[src/hdl/qpr_pkg.sv]
// Shared constants, register codes and pipeline control types of the quaternion point rotator.
package qpr_pkg;

    // Default sizes of the coordinate and quaternion fields.
    localparam int COORD_BITS_DEF     = 24;
    localparam int QUAT_FRAC_BITS_DEF = 15;

    // Configuration register file.
    localparam int NUM_REGS     = 4;
    localparam int CFG_IDX_BITS = 2;

    typedef enum logic [CFG_IDX_BITS-1:0] {
        REG_ROT_X = 2'd0,
        REG_ROT_Y = 2'd1,
        REG_ROT_Z = 2'd2,
        REG_ROT_W = 2'd3
    } t_reg_idx;

    // Component positions inside a quaternion array (x, y, z, w).
    localparam int IX = 0;
    localparam int IY = 1;
    localparam int IZ = 2;
    localparam int IW = 3;

    // Pipeline stages, in order from input to output.
    localparam int ST_QP_MUL   = 0;
    localparam int ST_QP_SUM   = 1;
    localparam int ST_TC_MUL   = 2;
    localparam int ST_TC_PROD  = 3;
    localparam int ST_TC_SUM   = 4;
    localparam int ST_OUT      = 5;
    localparam int PIPE_STAGES = 6;

    // Second Hamilton product r = t * conj(q): each output axis sums four
    // products t[PROD_T] * c[PROD_C], negated where PROD_NEG is set.
    localparam int NUM_PROD      = 12;
    localparam int PROD_PER_AXIS = 4;
    localparam int PROD_T [NUM_PROD] = '{0, 1, 2, 3, 0, 1, 2, 3, 0, 1, 2, 3};
    localparam int PROD_C [NUM_PROD] = '{3, 2, 1, 0, 2, 3, 0, 1, 1, 0, 3, 2};
    localparam logic [NUM_PROD-1:0] PROD_NEG = 12'b0010_0001_0100;

    // Stage enables and the output valid flag, shared by all datapath stages.
    typedef struct packed {
        logic [PIPE_STAGES-1:0] en;
        logic                   out_vld;
    } t_pipe_ctl;

endpackage

[src/hdl/qpr_round_sat.sv]
// Output stage: scale down, round to nearest with ties up, saturate, register.
module qpr_round_sat #(
    parameter int CW = qpr_pkg::COORD_BITS_DEF,
    parameter int QW = qpr_pkg::QUAT_FRAC_BITS_DEF + 1,
    localparam int RW = 2 * QW + CW + 5
) (
    input  logic                        i_clk,
    input  qpr_pkg::t_pipe_ctl          i_ctl,
    input  logic signed [RW-1:0]        i_r [3],
    output logic signed [CW-1:0]        o_x,
    output logic signed [CW-1:0]        o_y,
    output logic signed [CW-1:0]        o_z
);
    import qpr_pkg::*;

    // The sum is taken as a 64-bit two's complement word before rounding.
    localparam int                 SHIFT  = 2 * (QW - 1);
    localparam logic signed [63:0] HALF   = 64'sd1 <<< (SHIFT - 1);
    localparam logic signed [63:0] SAT_HI = (64'sd1 <<< (CW - 1)) - 64'sd1;
    localparam logic signed [63:0] SAT_LO = -SAT_HI - 64'sd1;

    logic signed [CW-1:0] n_out [3];
    logic signed [CW-1:0] r_out [3];

    always_comb begin
        logic signed [63:0] acc;
        logic signed [63:0] scaled;
        for (int i = 0; i < 3; i++) begin
            acc    = $signed(64'(i_r[i])) + HALF;
            scaled = acc >>> SHIFT;
            if (scaled > SAT_HI) begin
                n_out[i] = CW'(SAT_HI);
            end else if (scaled < SAT_LO) begin
                n_out[i] = CW'(SAT_LO);
            end else begin
                n_out[i] = CW'(scaled);
            end
        end
    end

    always_ff @(posedge i_clk) begin
        if (i_ctl.en[ST_OUT]) begin
            r_out <= n_out;
        end
    end

    assign o_x = r_out[0];
    assign o_y = r_out[1];
    assign o_z = r_out[2];

endmodule

[config.mk]
export PLATFORM = sky130hd
export DESIGN_NAME = qpr_round_sat
export DESIGN_NICKNAME = d
export VERILOG_FILES = /design/src/hdl/qpr_pkg.sv /design/src/hdl/qpr_round_sat.sv
export SDC_FILE = /design/constraint.sdc
export NUM_CORES = 1
export LEC_CHECK = 0
export BUFFER_PORTS_ARGS = -buffer_cell sky130_fd_sc_hd__clkbuf_2
export CORE_MARGIN = 5
export CORE_UTILIZATION = 35
export DETAILED_ROUTE_END_ITERATION = 12
export PLACE_DENSITY = 0.74
export REMOVE_ABC_BUFFERS = 1
export SYNTH_ARGS = -nofsm -noshare
export SYNTH_HDL_FRONTEND = slang
export SYNTH_SLANG_ARGS = --single-unit
[constraint.sdc]
create_clock -name i_clk -period 5.8 [get_ports i_clk]
set_input_delay 0.29 -clock i_clk [delete_from_list [all_inputs] [get_ports i_clk]]
set_output_delay 0.29 -clock i_clk [all_outputs]
set_load 0.005 [all_outputs]
==> metrics.cfg <==
[die]
fp.dieH_um=130
boundaryPins=263
start_util_pct=36.1
fp.dieW_um=130
coreArea_um2=14000
die_area_um2=16900
rows=43

[logic_synthesis]
muxShareOfSynthArea_pct=0.198
yosys.area.top_type=edfxtp_1
synth-async-reset-ratio_pct=0
synth_edf_count=72
synth_top_family_by_area=simple AND/OR/NAND/NOR gates
ys_types=67
synthCells=497
synth_xor_area_share_pct=12.3
syn_area_per_cell_um2=10.2
synth_flop_cell=edfxtp_1
synth_area_leaders=edfxtp_1 (43%), xor2_1 (7.8%), xnor2_1 (4.5%), nand3_1 (4.2%), o21ai_2 (4.0%)
ys.warnings.count=0
seq_area_frac_synth_pct=42.8
ys_seq_elements=72
synth_compound_area_share_pct=16.0
synth_top_area_share_pct=42.8
yosys.area_share.simple_pct=24.6
syn-cell-area_um2=5050
synth_fa_ha_area_share_pct=0.743

[setup_path]
required_ps=5850
cpPeakStageDelay_ps=550
worstPathCellList=clkbuf_2 -> ha_1 -> nand4_1 -> nor4_4 -> or2_2 -> o22ai_1 -> o211a_1 -> o211ai_1 -> and2_1 -> buf_4 -> o21ai_0
start_kind=primary input
crit_family=simple AND/OR/NAND/NOR gates
endpoint_kind=flop
crit_buf_inv=2
criticalPathCategory=in -> reg
crit_slowest_cell=nor4_4
crit_path_max_fanout=13
cp_data_arrival_time_ps=3070

[placement]
dpl.cell_count=831
io_buffers=169
dpl_cell_area_um2=6020
place.gp.congestion=0.910
place_hpwl_um=10500

[clock_network]
path_clk_slew_ps=60
hold_buffers=0
cts_resized=0
cts_tree=done
clkSinkCount=72
numCtsBuffers=9
clock_path_buffers=2
htree_num_levels=3
post-cts-setup-buffer-count=0
clock-root-buffer=clkbuf_16

[sta]
hold_viol=0
drv_slew=0
timing.final.crit_share_pct=52.1
maxSlewHeadroom_pct=33.9
finalSetupTns_ps=0
rsz0062_at_grt=no
tightestPinTransition_ps=991
setup_viol=0
fmax_mhz=331
fin_crit_ps=3020

[power]
ir_worst_vdd_v=0.000114
power.density_nw_per_um2=225
p_leak_nw=2.37

[run_status]
status=complete, no violations

[route]
via_per_inst=5.30
vias=4489
post_drt_wl_per_cell_um=16.0
ant_nets=0
drt_drc_violations_left=0
wl_um=13600
drt_first_iter_violations=237
firstDrtPassIters=4

[finish]
layoutNonFillerInstCount=847
mostFrequentLayoutCells=clkbuf_2 (168), edfxtp_1 (72), xor2_1 (45), nand3_1 (42), nand2_1 (38)
layout_commonest_cell=clkbuf_2
postLayoutCellArea_um2=6310
syn_to_final_growth_pct=25.0
n_antenna_cell=0
nets=856
drive_gt1_share_pct=35.5

[global_route]
gr-total-overflow=0
grt_pass1_wl_um=20900
grt_max_degree=73
grt_pass1_vias=4266
antenna_found_initial=0
grt_usage_pct=15.4

[flow_run]
cap_violations=0

[hold_path]
worstHoldPathType=in -> reg

-- sequential cells by signal (all words and copies together) (netlist names) --
signal  flops
o_y        24
o_z        24
o_x        24
-- cell usage after synthesis, types with 12 or more instances --
cell type and count:
nand3_1 42, o21ai_1 18, and3_1 13, edfxtp_1 72, nand2_1 38, inv_1 12
xnor2_1 26, a21oi_1 26, nor2_1 20, o21ai_0 12, o21ai_2 23, nand4_1 29
xor2_1 45
-- kinds of logic (layout without fill, tap and decap cells) --
logic type               count (synthesis)  count (layout)
buffers and inverters                   30             200
flip-flops                              72              72
AND/OR/NAND/NOR                        205             205
XOR/XNOR                                71              71
AO/OA/AOI/OAI                          115             115
multiplexers                             1               1
adder cells (fa/ha/maj)                  3               3
-- tightest hold or removal path, stage by stage --
cell and delay, ps:
clkbuf_2 110, xor2_1 80, o21ai_2 100
-- where the power goes --
group	internal [mW]	leakage (nW)	switching, mW
Combinational	0.0962	1.53	0.139
Sequential	0.626	0.706	0.0141
Clock	0.333	0.140	0.211
Total	1.06	2.37	0.364
-- final timing paths --
check,endpoint,slack [ps],cells after the start,start
setup / recovery,o_y[10],2780,11,i_r[91]
hold / removal,o_y[17],370,3,i_r[108]
-- final cells by class --
type	count	area [um^2]
timing repair buffer	172	871
clock buffer	11	233
sequential	72	2160
fill	1380	7680
multi-input combinational	395	2720
clock inverter	5	56.3
inverter	12	45.0
tap	180	225
-- routing by layer --
metal / wire (um) / GRT usage (%) / vias up
li1: - / - / 2235
met4: 103 / 3.06 / 0
met1: 5580 / 18.9 / 2112
met2: 7050 / 27.2 / 131
met3: 848 / 4.01 / 11
met5: 0 / 0 / -
-- through the flow --
| step | util [%] | worst slack [ps] | hold WS [ps] | total power [mW] |
|---|---|---|---|---|
| final | 45.1 | 2780 | 366 | 1.42 |
| after global routing | 45.1 | 2590 | 364 | 1.49 |
| after CTS | 45.1 | 2770 | 350 | 1.44 |
| after detailed placement | 43.1 | 2420 | 690 | 0.888 |
| after global placement | 43.1 | 2460 | 690 | 0.883 |
| after floorplan | - | 2730 | 402 | 0.742 |
Note: power is estimated with default switching activity, not from simulation.
