`src/hdl/qpr_pkg.sv`:
```
// Shared constants, register codes and pipeline control types of the quaternion point rotator.
package qpr_pkg;

    // Default sizes of the coordinate and quaternion fields.
    localparam int COORD_BITS_DEF     = 24;
    localparam int QUAT_FRAC_BITS_DEF = 15;

    // Configuration register file.
    localparam int NUM_REGS     = 4;
    localparam int CFG_IDX_BITS = 2;

    typedef enum logic [CFG_IDX_BITS-1:0] {
        REG_ROT_X = 2'd0,
        REG_ROT_Y = 2'd1,
        REG_ROT_Z = 2'd2,
        REG_ROT_W = 2'd3
    } t_reg_idx;

    // Component positions inside a quaternion array (x, y, z, w).
    localparam int IX = 0;
    localparam int IY = 1;
    localparam int IZ = 2;
    localparam int IW = 3;

    // Pipeline stages, in order from input to output.
    localparam int ST_QP_MUL   = 0;
    localparam int ST_QP_SUM   = 1;
    localparam int ST_TC_MUL   = 2;
    localparam int ST_TC_PROD  = 3;
    localparam int ST_TC_SUM   = 4;
    localparam int ST_OUT      = 5;
    localparam int PIPE_STAGES = 6;

    // Second Hamilton product r = t * conj(q): each output axis sums four
    // products t[PROD_T] * c[PROD_C], negated where PROD_NEG is set.
    localparam int NUM_PROD      = 12;
    localparam int PROD_PER_AXIS = 4;
    localparam int PROD_T [NUM_PROD] = '{0, 1, 2, 3, 0, 1, 2, 3, 0, 1, 2, 3};
    localparam int PROD_C [NUM_PROD] = '{3, 2, 1, 0, 2, 3, 0, 1, 1, 0, 3, 2};
    localparam logic [NUM_PROD-1:0] PROD_NEG = 12'b0010_0001_0100;

    // Stage enables and the output valid flag, shared by all datapath stages.
    typedef struct packed {
        logic [PIPE_STAGES-1:0] en;
        logic                   out_vld;
    } t_pipe_ctl;

endpackage

```
`src/hdl/qpr_pipe_ctl.sv`:
```
// Valid bits and stage enables of the rotator pipeline.
module qpr_pipe_ctl (
    input  logic               i_clk,
    input  logic               i_rst_n,
    input  logic               i_in_valid,
    input  logic               i_out_ready,
    output qpr_pkg::t_pipe_ctl o_ctl
);
    import qpr_pkg::*;

    logic [PIPE_STAGES-1:0] r_vld;
    logic [PIPE_STAGES-1:0] w_en;

    // A stage loads when it is empty or when the stage after it moves on,
    // so bubbles close up and a full pipe stalls as one.
    always_comb begin
        w_en[PIPE_STAGES-1] = !r_vld[PIPE_STAGES-1] || i_out_ready;
        for (int k = PIPE_STAGES - 2; k >= 0; k--) begin
            w_en[k] = !r_vld[k] || w_en[k+1];
        end
    end

    // Valid bits move together with the data they tag.
    always_ff @(posedge i_clk) begin
        if (!i_rst_n) begin
            r_vld <= '0;
        end else begin
            if (w_en[0]) begin
                r_vld[0] <= i_in_valid;
            end
            for (int k = 1; k < PIPE_STAGES; k++) begin
                if (w_en[k]) begin
                    r_vld[k] <= r_vld[k-1];
                end
            end
        end
    end

    assign o_ctl.en      = w_en;
    assign o_ctl.out_vld = r_vld[PIPE_STAGES-1];

endmodule

```
`config.mk`:
```
export PLATFORM = sky130hd
export DESIGN_NAME = qpr_pipe_ctl
export DESIGN_NICKNAME = d
export VERILOG_FILES = /design/src/hdl/qpr_pkg.sv /design/src/hdl/qpr_pipe_ctl.sv
export SDC_FILE = /design/constraint.sdc
export NUM_CORES = 1
export LEC_CHECK = 0
export BUFFER_PORTS_ARGS = -buffer_cell sky130_fd_sc_hd__buf_2
export CELL_PAD_IN_SITES_DETAIL_PLACEMENT = 1
export CELL_PAD_IN_SITES_GLOBAL_PLACEMENT = 2
export CORE_AREA = 10 10 47 49
export CTS_BUF_LIST = sky130_fd_sc_hd__clkbuf_16
export DETAILED_ROUTE_END_ITERATION = 10
export DIE_AREA = 0 0 57 59
export PLACE_DENSITY_LB_ADDON = 0.08
export SKIP_LAST_GASP = 1
export SYNTH_ARGS = -nofsm -noshare
export SYNTH_HDL_FRONTEND = slang
export SYNTH_SLANG_ARGS = --single-unit
```
`constraint.sdc`:
```
create_clock -name i_clk -period 1 [get_ports i_clk]
set_input_delay 0.05 -clock i_clk [delete_from_list [all_inputs] [get_ports i_clk]]
set_output_delay 0.05 -clock i_clk [all_outputs]
set_load 0.01 [all_outputs]
```
==> results by stage <==
Setup path:
- STA puts the critical path data required time at 950 ps.
- The category of the worst setup path capture point is an output pin.
- In this run the worst path has a maximum fanout of 3.
- The kind of launch point of the worst setup path is a flip-flop.
- Data on the critical path arrives at its endpoint at 1140 ps.
- The critical path in this run is classified as flip-flop to output pin.

Finish:
- The final design area excluding fillers is 450 um^2.
- In the final layout, the multi-input gates occupy 115 um^2.
- The register with the highest flop count is r_vld.
- Leaving out fill and tap cells, the most frequent cells in the layout are 6 x sky130_fd_sc_hd__buf_2, 5 x sky130_fd_sc_hd__buf_6, 4 x sky130_fd_sc_hd__o21a_1.
- The most common cell after layout, fill and taps aside is sky130_fd_sc_hd__buf_2.
- The share of final-layout standard cells stronger than drive strength 1 is 0.667.
- The largest registers in the layout are r_vld (6).
- After the flow finishes, the layout carries non-filler instances totaling 58.
- The flip-flop count of the largest register, all copies and words added is 6.
- The count of nets after finishing is 48.
- Relative to the synthesized area, the layout overhead comes to 86.5%.
- The sequential cells in the finished layout cover a total of 124 um^2.
- The count of inserted antenna diode cells is 0.
- The number of filler cells placed in the layout is 172.

Power:
- Total power for the finished layout comes to 0.913 mW.
- The maximum vdd ir drop is 0.000840 V.
- The static leakage power is 0.183 nW.
- In this run the power density over the cells is 2030 mW/mm^2.

Status:
- The flow ran to the end, but the final reports show violations.
- The final reports fail on negative setup slack.

Synth:
- The instance count of the mapped netlist is 27.
- The mean instance size in the synthesized netlist is 8.94 um^2.
- The sequential share of the synthesized area is 0.497.
- The synthesized net count is 31.
- The number of synthesized register bits is 6.
- The cell area that synthesis handed to floorplanning was 241 um^2.
- Yosys mapped the design onto 13 distinct sky130hd cell types.
- Yosys printed 0 warnings.

STA:
- The number of hold-slack violations in the final timing report came to 0.
- Setup repair after global routing could not meet its margin everywhere.
- Derived from the worst setup path, the maximum achievable clock frequency is 840 MHz.
- The number of pins exceeding their max-slew limit in the final report is 0.
- Of the available clock period, the critical path in the final layout requires 1.19.
- The final number of setup-violating endpoints is 7.
- The final setup slack of the worst path is -190 ps.
- The tightest slew margin relative to the limit is 0.899.
- The transition time at the pin with the least slew margin is 152 ps.
- The worst clock skew is 1.62 ps.
- Subtracting the final worst setup slack from the clock period gives 1190 ps.

Clock network:
- The CTS sink count is 6.
- The maximum level of the CTS H-tree is 1.
- The buffer depth of the longest clock path is 2.
- At the later pin of the worst-skew pair, clock insertion delay measures 230 ps.
- The tree is rooted in a sky130_fd_sc_hd__clkbuf_16.
- The number of buffers created by CTS is 3.
- TritonCTS built the clock tree.
- The clock edge transition at the registers on the reported setup and hold paths is 30 ps.

Detailed routing:
- The violation count after the first detailed-routing iteration is 0.
- The count of vias placed by the detailed router is 236.
- The post-detailed-routing wire length is 672 um.
- The mean number of vias per cell is 4.07.
- The DRC violations left is 0.
- For this run, the detailed router's first-pass iteration total came to 1.
- The per-cell routed wire length is 11.6 um.
- The count of nets left with antenna violations once routing finished came out at 0.

Floorplanning:
- The area of the die is 0.00336 mm^2.
- The number of core rows is 14.
- The initial standard-cell utilization of the core is 0.172.
- The height of the chip is 59 um.
- During I/O placement, the number of pins put on the boundary was 11.
- The horizontal extent of the die is 57 um.
- The core area is 0.00140 mm^2.

Placement:
- Once placement completed, the tool counted placed cells totaling 54.
- Buffers placed on the I/O ports in this run total 10.
- The global placer's final weighted congestion is 0.702.
- Once placement finished, the instance area stood at 319 um^2.

Global routing:
- The met3 usage in global routing is 0.0408.
- The via count of the first global-routing pass is 278.
- The remaining global-route overflow is 0.
- The met1 demand-to-capacity share in global routing is 0.0393.
- The met2 capacity usage during global routing is 0.0713.
- The first global-routing pass estimated 1170 um of wire.
- Entering global routing, the biggest net connects 8 pins.
- The number of antenna violations at the first check in global routing is 0.
- The total routing usage reported by global routing is 0.0489.
- In this run the most used layer during global routing was met2.

Job:
- Across the run, the number of max-cap violations was 0.

Min path:
- The classification of the worst-slack hold path is primary input to flip-flop.
## through the flow
| stage | util | hold WS [ps] | setup slack [ps] | TNS (ps) |
|---|---|---|---|---|
| 3_3_place_gp | 0.228 | 260 | -3.09 | -3.09 |
| 6_report | 0.321 | 31.7 | -190 | -730 |
| 3_5_place_dp | 0.228 | 265 | -21.7 | -21.7 |
| 4_1_cts | 0.297 | 31.9 | -218 | -989 |
| 5_1_grt | 0.321 | 49.1 | -244 | -1080 |
| 2_1_floorplan | - | 167 | 53.4 | 0 |
## critical path: stages, from the launching register on
cell	delay, ps
sky130_fd_sc_hd__dfxtp_2	310
sky130_fd_sc_hd__and4b_2	260
sky130_fd_sc_hd__and2_4	170
sky130_fd_sc_hd__nand2_2	50
sky130_fd_sc_hd__buf_6	120
## metal layers
metal,share of wire,up-vias
met3,0.10,2
met1,0.37,107
met4,0.019,0
met5,0,-
met2,0.51,11
li1,-,116
## where the power goes
part           leakage, nW  internal, mW  switching, mW
registers           0.0504         0.248        0.00434
clock network       0.0370         0.512          0.127
logic               0.0952        0.0115         0.0102
## worst paths after layout
kind	depth (start not counted)	start	slack [ps]	end
worst max-delay path	4	r_vld[5]	-190	o_ctl[2]
worst min-delay path	2	i_in_valid	30	r_vld[0]
worst max register to register	5	r_vld[5]	-40	r_vld[1]
worst min register to register	2	r_vld[0]	470	r_vld[1]
## cell type report
| cell class | count | area share |
|---|---|---|
| tap | 16 | 0.0444 |
| inverter | 4 | 0.0333 |
| multi-input combinational | 16 | 0.256 |
| sequential | 6 | 0.275 |
| timing repair buffer | 13 | 0.225 |
| clock buffer | 3 | 0.167 |
## what timing repair did
action	in CTS	in global routing
setup endpoints to repair	6	7
pin swaps	3	3
hold buffers	0	0
buffers inserted	1	0
resized for setup	6	9
## synth_stat cells (all sizes together)
master	count	area, um^2
dfxtp	6	120
inv	4	15.0
nand2	4	15.0
o21a	4	30.0
nor2b	2	12.5
a21oi	1	5.00
and2	1	8.76
and4b	1	10.0
buf	1	7.51
nand3	1	5.00
nor2	1	3.75
o21ai	1	8.76
## kinds of logic after synthesis
kind of cell	synth area share
flip-flops	0.497
AO/OA/AOI/OAI	0.181
AND/OR/NAND/NOR	0.228
buffers and inverters	0.0933
Power figures use the tool's default switching activity.
