`src/hdl/qpr_pkg.sv`:
```
// Shared constants, register codes and pipeline control types of the quaternion point rotator.
package qpr_pkg;

    // Default sizes of the coordinate and quaternion fields.
    localparam int COORD_BITS_DEF     = 24;
    localparam int QUAT_FRAC_BITS_DEF = 15;

    // Configuration register file.
    localparam int NUM_REGS     = 4;
    localparam int CFG_IDX_BITS = 2;

    typedef enum logic [CFG_IDX_BITS-1:0] {
        REG_ROT_X = 2'd0,
        REG_ROT_Y = 2'd1,
        REG_ROT_Z = 2'd2,
        REG_ROT_W = 2'd3
    } t_reg_idx;

    // Component positions inside a quaternion array (x, y, z, w).
    localparam int IX = 0;
    localparam int IY = 1;
    localparam int IZ = 2;
    localparam int IW = 3;

    // Pipeline stages, in order from input to output.
    localparam int ST_QP_MUL   = 0;
    localparam int ST_QP_SUM   = 1;
    localparam int ST_TC_MUL   = 2;
    localparam int ST_TC_PROD  = 3;
    localparam int ST_TC_SUM   = 4;
    localparam int ST_OUT      = 5;
    localparam int PIPE_STAGES = 6;

    // Second Hamilton product r = t * conj(q): each output axis sums four
    // products t[PROD_T] * c[PROD_C], negated where PROD_NEG is set.
    localparam int NUM_PROD      = 12;
    localparam int PROD_PER_AXIS = 4;
    localparam int PROD_T [NUM_PROD] = '{0, 1, 2, 3, 0, 1, 2, 3, 0, 1, 2, 3};
    localparam int PROD_C [NUM_PROD] = '{3, 2, 1, 0, 2, 3, 0, 1, 1, 0, 3, 2};
    localparam logic [NUM_PROD-1:0] PROD_NEG = 12'b0010_0001_0100;

    // Stage enables and the output valid flag, shared by all datapath stages.
    typedef struct packed {
        logic [PIPE_STAGES-1:0] en;
        logic                   out_vld;
    } t_pipe_ctl;

endpackage

```
`src/hdl/qpr_cfg_regs.sv`:
```
// Quaternion configuration registers with their write port.
module qpr_cfg_regs #(
    parameter int QW = qpr_pkg::QUAT_FRAC_BITS_DEF + 1
) (
    input  logic                                i_clk,
    input  logic                                i_rst_n,
    input  logic                                i_we,
    input  logic [qpr_pkg::CFG_IDX_BITS-1:0]    i_idx,
    input  logic [QW-1:0]                       i_data,
    output logic signed [QW-1:0]                o_q [qpr_pkg::NUM_REGS]
);
    import qpr_pkg::*;

    logic signed [QW-1:0] r_q [NUM_REGS];

    // Reset leaves the identity rotation: w just below one, vector part zero.
    always_ff @(posedge i_clk) begin
        if (!i_rst_n) begin
            r_q[IX] <= '0;
            r_q[IY] <= '0;
            r_q[IZ] <= '0;
            r_q[IW] <= {1'b0, {(QW-1){1'b1}}};
        end else if (i_we) begin
            case (t_reg_idx'(i_idx))
                REG_ROT_X: r_q[IX] <= i_data;
                REG_ROT_Y: r_q[IY] <= i_data;
                REG_ROT_Z: r_q[IZ] <= i_data;
                REG_ROT_W: r_q[IW] <= i_data;
                default: begin
                end
            endcase
        end
    end

    assign o_q = r_q;

endmodule

```
`config.mk`:
```
export PLATFORM = sky130hd
export DESIGN_NAME = qpr_cfg_regs
export DESIGN_NICKNAME = d
export VERILOG_FILES = /design/src/hdl/qpr_pkg.sv /design/src/hdl/qpr_cfg_regs.sv
export SDC_FILE = /design/constraint.sdc
export NUM_CORES = 1
export LEC_CHECK = 0
export ABC_AREA = 1
export BUFFER_PORTS_ARGS = -buffer_cell sky130_fd_sc_hd__buf_2
export CORE_UTILIZATION = 53
export CTS_BUF_LIST = sky130_fd_sc_hd__clkbuf_8 sky130_fd_sc_hd__clkbuf_16
export CTS_CLUSTER_DIAMETER = 50
export CTS_CLUSTER_SIZE = 16
export DETAILED_ROUTE_END_ITERATION = 10
export GPL_TIMING_DRIVEN = 1
export PLACE_DENSITY = 0.83
export SETUP_SLACK_MARGIN = 0.4
export SLEW_MARGIN = 20
export SYNTH_ARGS = -nofsm -noshare
export SYNTH_HDL_FRONTEND = slang
export SYNTH_SLANG_ARGS = --single-unit
```
`constraint.sdc`:
```
create_clock -name i_clk -period 1.7 [get_ports i_clk]
set_input_delay 0.085 -clock i_clk [delete_from_list [all_inputs] [get_ports i_clk]]
set_output_delay 0.085 -clock i_clk [all_outputs]
set_load 0.1 [all_outputs]
```
==> flow_summary.ini, run 1 <==
[outcome]
status = finished clean

[routing]
drcViolationCount = 0
viasPerCell = 4.72
routed_wirelength_mm = 6.13
wl_per_cell_um = 11.9
ant_nets = 0
routed-via-count = 2442
drt_iter0_drc = 177
drtPass1Iterations = 4

[critical_path]
cp.depth = 1
r2r-start = o_q[39]
crit_fanout = 2
cp_top_family = buffers and inverters
slowest_delay_ns = 0.44
r2r-end = o_q[39]
r2r_slack_ns = 1.01
crit_path_end = o_q[50]
slowest_stage = buf_2
endpoint_kind = output pin
r2r_cells = 4
worstSetupPathType = flip-flop to output pin
crit_path_start_kind = flip-flop
arrival_ns = 1.11
startpoint = o_q[50]
crit_buf_inv = 1
required_ns = 1.62
cp_cell_sequence = buf_2

[global_routing]
grt_pass1_wl_mm = 10.1
grt_overflow = 0
grt.total_usage = 0.254
antenna_found_initial = 0
grt_max_degree = 41
grt_pass1_vias = 2254

[min_path]
hold_class = primary input to flip-flop
hold_start = i_data[6]
min_path_cells = 3

[logic_synthesis]
synth-seq-cells = 64
yosys_warnings = 0
synthCells = 383
synth.top_cells.by_area = dfxtp_1 50%, nand2_1 16%, nor2_1 12%
yosysTopAreaCell = dfxtp_1
synth_top_area_share = 0.499
synth_cell_types = 12
synth.avg_cell_area_um2 = 6.71
synth_nets = 404
syn_area_um2 = 2570
synth.yosys.seq_area_share = 0.499

[die]
die_x_um = 71.6
dieArea_um2 = 5130
start_util = 0.570
core_um2 = 4500
chipHeight_um = 71.6
io_pins = 85
fp-row-count = 24

[placed_design]
routabilityCongestion = 0.811
port_buffers = 84
dp_cells = 503
dp.final_hpwl_mm = 4.19

[power_and_ir_drop]
peakVddDrop_mv = 0.662
power.density_nw_per_um2 = 1140
p_leak_nw = 1.84

[cts]
hold_buffers = 0
postCtsSetupBuffers = 0
htreeDepth = 3
cts-resized-gates = 0
max-clock-path-buffers = 2
clkLatencyLatePin_ns = 0.32
clk_pin_slew_worst_paths_ns = 0.06
root_buffer = clkbuf_8
cts_sinks = 64
cts_tree = done
cts_buffers = 9

[sta]
relSlewSlack = 0.669
report.final.setup_viol = 0
setup_tns_ns = 0
worst_slew_pin_slew_ns = 0.501
period_minus_slack_ns = 1.20
skew_ns = 0
hold_viol = 0
rsz0062_at_grt = no
period_share = 0.705
max_clock_freq_mhz = 835
maxSlewViolCount = 0

[flow_run]
drv_cap = 0

[cells_and_area]
fin_nets = 483
area_growth_syn_to_layout_pct = 23.1
fillers = 382
fin_util = 0.702
drive_gt1_frac = 0.224
final_cells = 517
largest_reg_flops = 64
antennaDiodeCount = 0
-- cell usage after synthesis, drive strengths merged --
master	number
clkbuf	3
a21oi	16
dfxtp	64
nand2	112
buf	19
nand3	34
inv	52
nor2	83
-- report_power, final --
group          leakage, nW  switching, mW  internal, mW
Combinational         1.22          0.786         0.151
Clock               0.0918          0.502         0.534
Sequential           0.524         0.0385          1.58
Total                 1.84           1.33          2.26
-- worst min path at each step --
stage               to  slack [ns]
2_1_floorplan   o_q[0]        0.20
3_3_place_gp    o_q[0]        0.35
3_5_place_dp    o_q[6]        0.36
4_1_cts         o_q[7]        0.02
5_1_grt        o_q[13]        0.04
6_report        o_q[6]        0.03
-- cells by family after synthesis --
group | synth area share
simple gates | 0.353
buf+inv | 0.117
flops | 0.499
compound gates | 0.0312
-- area by class of cell --
type / instances / area [um2] / share of cell area
flip-flops and latches: 64 / 1280 / 0.405
multi-input cells: 245 / 990 / 0.313
repair buffers: 90 / 478 / 0.151
inverters: 52 / 195 / 0.0617
clock buffers: 10 / 138 / 0.0435
well taps: 52 / 65.1 / 0.0206
clock inverters: 4 / 16.3 / 0.00514
-- stage by stage --
step | instance area (um2) | setup WS, ns | hold WS [ns] | power, mW
5_1_grt | 3160 | 0.470 | 0.0419 | 3.74
3_5_place_dp | 3010 | 0.526 | 0.359 | 2.59
4_1_cts | 3160 | 0.502 | 0.0182 | 3.62
2_1_floorplan | 2570 | 0.423 | 0.198 | 2.42
3_3_place_gp | 3010 | 0.582 | 0.346 | 2.57
6_report | 3160 | 0.502 | 0.0288 | 3.59
-- layer usage --
metal	up-vias	track usage	share of wire
met5	-	0	0
met4	0	0.113	0.0067
met3	4	0.0422	0.062
met2	77	0.413	0.48
met1	1070	0.334	0.46
li1	1291	-	-
-- cell usage in the layout, fill, tap and decap left out, drive strengths merged --
cell | Yosys | routed
nand2 | 112 | 112
buf | 19 | 90
nor2 | 83 | 83
dfxtp | 64 | 64
inv | 52 | 55
nand3 | 34 | 34
a21oi | 16 | 16
clkbuf | 3 | 10
clkinv | 0 | 1
Note: power is estimated with default switching activity, not from simulation.
==> run 2, diff against run 1 <==
--- a/config.mk
+++ b/config.mk
@@ -7,13 +7,13 @@
 export LEC_CHECK = 0
 export ABC_AREA = 1
 export BUFFER_PORTS_ARGS = -buffer_cell sky130_fd_sc_hd__buf_2
-export CORE_UTILIZATION = 53
+export CORE_UTILIZATION = 45
 export CTS_BUF_LIST = sky130_fd_sc_hd__clkbuf_8 sky130_fd_sc_hd__clkbuf_16
 export CTS_CLUSTER_DIAMETER = 50
 export CTS_CLUSTER_SIZE = 16
 export DETAILED_ROUTE_END_ITERATION = 10
 export GPL_TIMING_DRIVEN = 1
-export PLACE_DENSITY = 0.83
+export PLACE_DENSITY = 0.75
 export SETUP_SLACK_MARGIN = 0.4
 export SLEW_MARGIN = 20
 export SYNTH_ARGS = -nofsm -noshare
==> constraint.sdc (replaced) <==
create_clock -name i_clk -period 1.1 [get_ports i_clk]
set_input_delay 0.055 -clock i_clk [delete_from_list [all_inputs] [get_ports i_clk]]
set_output_delay 0.055 -clock i_clk [all_outputs]
set_load 0.1 [all_outputs]
==> flow_summary.ini, run 2 (synthesized netlist as in run 1, its figures left out) <==
[critical_path]
cp_cell_sequence = buf_12
slowest_delay_ns = 0.39
worstSetupPathType = flip-flop to output pin
crit_buf_inv = 1
crit_path_start_kind = flip-flop
required_ns = 1.04
slowest_stage = dfxtp_4
arrival_ns = 0.92
cp_top_family = flip-flops
crit_fanout = 2
endpoint_kind = output pin

[sta]
setup_slack_ns = 0.125
rsz0062_at_grt = yes
worst_slew_pin_slew_ns = 0.303
maxSlewViolCount = 0
whs_ns = 0.0211
report.final.setup_viol = 0
relSlewSlack = 0.797
hold_viol = 0
period_minus_slack_ns = 0.975
max_clock_freq_mhz = 1030
skew_ns = 0
setup_tns_ns = 0
period_share = 0.886

[cts]
clk_pin_slew_worst_paths_ns = 0.07
cts_sinks = 64
max-clock-path-buffers = 2
clkLatencyLatePin_ns = 0.34
cts_tree = done
htreeDepth = 3
root_buffer = clkbuf_8
cts_buffers = 9

[placed_design]
dp_cells = 524
port_buffers = 84
placed_area_um2 = 4340
pre_cts_ws_ns = 0.173
routabilityCongestion = 0.817
dp.final_hpwl_mm = 5.17

[cells_and_area]
final_area_um2 = 5340
largest_reg_flops = 64
drive_gt1_frac = 0.555
fin_util = 0.969
area_growth_syn_to_layout_pct = 108
final_cells = 607
antennaDiodeCount = 0
fin_nets = 551
final_cell_mix = 96 x nand2_1, 77 x nor2_1, 68 x buf_12, 64 x dfxtp_4, 42 x buf_6
layout_commonest_cell = nand2_1

[power_and_ir_drop]
p_leak_nw = 2.62
switching_share = 0.377
peakVddDrop_mv = 1.03
clockPowerShare = 0.285
comb_power_share = 0.341
p_sw_mw = 2.55
pwr-share-seq = 0.374
p_int_mw = 4.23
p_total_mw = 6.79
power.density_nw_per_um2 = 1270

[die]
dieArea_um2 = 6010
start_util = 0.466
fp-row-count = 27
die_x_um = 77.6
chipHeight_um = 77.6
core_um2 = 5510
io_pins = 85

[routing]
ant_nets = 0
drt_iter0_drc = 432
wl_per_cell_um = 21.7
drtPass1Iterations = 9
viasPerCell = 5.74
drcViolationCount = 0
routed_wirelength_mm = 13.2
routed-via-count = 3487

[global_routing]
grt_overflow = 0
antenna_found_initial = 0
grt_pass1_vias = 3147
grt_pass1_wl_mm = 16.1
grt_max_degree = 65
grt.total_usage = 0.358

[min_path]
hold_class = primary input to flip-flop

[flow_run]
drv_cap = 0

[outcome]
status = finished clean
run 2: timing repair:
action                                  4_1_cts  5_1_grt
gates cloned                                  0        0
endpoints found under the setup margin       65      119
hold endpoints to repair                     11        0
setup buffers                                47        8
pin swaps                                     1       30
hold buffers                                 12        0
gates resized for setup                       2       76
run 2: metal layers:
metal	global-route usage	vias up	routed length (um)
met4	0.234	0	811
met3	0.0953	86	1320
met5	0	-	0
li1	-	1432	-
met1	0.409	1663	4670
met2	0.587	306	6360
run 2: final cells by class:
| class | count | area [um2] |
|---|---|---|
| Timing Repair Buffer | 158 | 2190 |
| Tap cell | 72 | 90.1 |
| Multi-Input combinational cell | 245 | 1150 |
| Clock inverter | 7 | 55.1 |
| Inverter | 52 | 200 |
| Sequential cell | 64 | 1520 |
| Clock buffer | 9 | 124 |
| Fill cell | 105 | 171 |
run 2: final timing paths:
path / from / to / slack [ns] / cells after the start
setup / recovery: o_q[22] / o_q[22] / 0.12 / 1
hold / removal: i_data[1] / o_q[1] / 0.02 / 3
setup reg to reg: o_q[41] / o_q[41] / 0.19 / 6
hold reg to reg: o_q[3] / o_q[3] / 0.50 / 2
run 2: power groups by stage:
| stage | combinational [mW] | sequential (mW) | clock (mW) |
|---|---|---|---|
| after floorplan | 0.345 | 3.38 | 0 |
| after global placement | 1.84 | 2.57 | 0 |
| final | 2.31 | 2.54 | 1.94 |
| after CTS | 2.06 | 2.51 | 1.90 |
| after detailed placement | 1.88 | 2.58 | 0 |
| after global routing | 2.37 | 2.54 | 2.01 |
==> run 3, diff against run 2 <==
--- a/config.mk
+++ b/config.mk
@@ -14,7 +14,7 @@
 export DETAILED_ROUTE_END_ITERATION = 10
 export GPL_TIMING_DRIVEN = 1
 export PLACE_DENSITY = 0.75
-export SETUP_SLACK_MARGIN = 0.4
+export SETUP_SLACK_MARGIN = 0.02
 export SLEW_MARGIN = 20
 export SYNTH_ARGS = -nofsm -noshare
 export SYNTH_HDL_FRONTEND = slang
==> flow_summary.ini, run 3 (synthesized netlist as in run 1, its figures left out) <==
[outcome]
status = finished, violations left
violations = negative hold slack

[sta]
whs_ns = -0.00271
report.final.setup_viol = 0
relSlewSlack = 0.809
maxSlewViolCount = 0
period_share = 0.927
setup_tns_ns = 0
rsz0062_at_grt = no
worst_slew_pin_slew_ns = 0.289
period_minus_slack_ns = 1.02
max_clock_freq_mhz = 980
hold_viol = 1
skew_ns = 0

[min_path]
hold_class = primary input to flip-flop

[routing]
viasPerCell = 4.78
wl_per_cell_um = 12.6
ant_nets = 0
routed-via-count = 2603
drcViolationCount = 0
drt_iter0_drc = 181
routed_wirelength_mm = 6.85
drtPass1Iterations = 5

[critical_path]
crit_path_start_kind = flip-flop
crit_buf_inv = 1
cp_cell_sequence = buf_4
slowest_stage = dfxtp_2
required_ns = 1.04
slowest_delay_ns = 0.35
cp_top_family = flip-flops
arrival_ns = 0.97
crit_fanout = 2
endpoint_kind = output pin
worstSetupPathType = flip-flop to output pin

[cells_and_area]
fin_nets = 490
area_growth_syn_to_layout_pct = 61.8
layout_commonest_cell = nand2_1
drive_gt1_frac = 0.360
fillers = 389
final_cell_mix = 112 x nand2_1, 82 x nor2_1, 64 x dfxtp_2, 54 x inv_1, 54 x buf_12
final_area_um2 = 4160
antennaDiodeCount = 0
largest_reg_flops = 64

[cts]
cts_tree = done
cts_buffers = 9
postCtsSetupBuffers = 0
clk_pin_slew_worst_paths_ns = 0.06
max-clock-path-buffers = 2
clkLatencyLatePin_ns = 0.32
root_buffer = clkbuf_8
cts_sinks = 64
htreeDepth = 3

[placed_design]
placed_area_um2 = 3920
port_buffers = 84
routabilityCongestion = 0.851
dp.final_hpwl_mm = 4.84

[global_routing]
grt.total_usage = 0.242
grt_max_degree = 40
grt_pass1_vias = 2407
top_usage_layer = met2
grt_overflow = 0
antenna_found_initial = 0
gr-usage-met2 = 0.388
grtUsageMet1 = 0.319
grt_pass1_wl_mm = 11.4
met3_usage = 0.0329

[die]
start_util = 0.466
core_um2 = 5510
io_pins = 85
fp-row-count = 27
die_x_um = 77.6
dieArea_um2 = 6010
chipHeight_um = 77.6

[power_and_ir_drop]
peakVddDrop_mv = 0.860
power.density_nw_per_um2 = 1450
p_leak_nw = 2.11
p_total_mw = 6.01

[flow_run]
drv_cap = 0
run 3: cell types whose count changed in the layout (fill, tap and decap cells not counted), moves of 5 or more:
cell            before  now
inv_2               32    1
inv_1               20   54
nand2_2             14    0
dlymetal6s4s_1       7    0
a21oi_2             13    0
dfxtp_4             64    0
buf_12              68   54
dfxtp_2              0   64
a21oi_1              0   16
nand2_1             96  112
nor2_2               6    1
nor2_1              77   82
buf_6               42    0
run 3: power by group:
group / total, mW / internal, mW / switching, mW
Clock: 1.63 / 0.826 / 0.800
Combinational: 1.80 / 0.568 / 1.23
Sequential: 2.59 / 2.47 / 0.121
Total: 6.01 / 3.86 / 2.15
run 3: area by class of cell:
cell class	count	area (um2)	area share
repair buffers	97	1370	0.329
flip-flops and latches	64	1360	0.328
multi-input cells	245	990	0.238
inverters	52	195	0.0470
clock buffers	10	138	0.0331
well taps	72	90.1	0.0217
clock inverters	4	16.3	0.00391
run 3: timing repair:
item                                   4_1_cts  5_1_grt
setup endpoints to repair                   14        0
endpoints found under the hold margin        5        0
hold buffers                                 5        0
gates resized for setup                     14        0
run 3: worst paths after layout:
kind | start | to | slack, ns | cells past startpoint
setup / recovery | o_q[5] | o_q[5] | 0.08 | 1
hold / removal | i_data[1] | o_q[1] | -0.003 | 3
setup reg to reg | o_q[23] | o_q[23] | 0.43 | 4
hold reg to reg | o_q[1] | o_q[1] | 0.47 | 2
run 3: routing by layer:
layer,share of wire,vias up
met5,0,-
met2,0.49,106
met1,0.43,1172
li1,-,1307
met3,0.058,18
met4,0.027,0
run 3: through the flow:
stage	hold slack, ns	cells	utilization	setup slack [ns]
final	-0.00271	544	0.755	0.0798
after global placement	0.311	525	0.711	0.195
after CTS	0.000295	544	0.755	0.0766
after detailed placement	0.317	525	0.711	0.163
after floorplan	0.168	383	-	0.133
after global routing	0.0142	544	0.755	0.0622
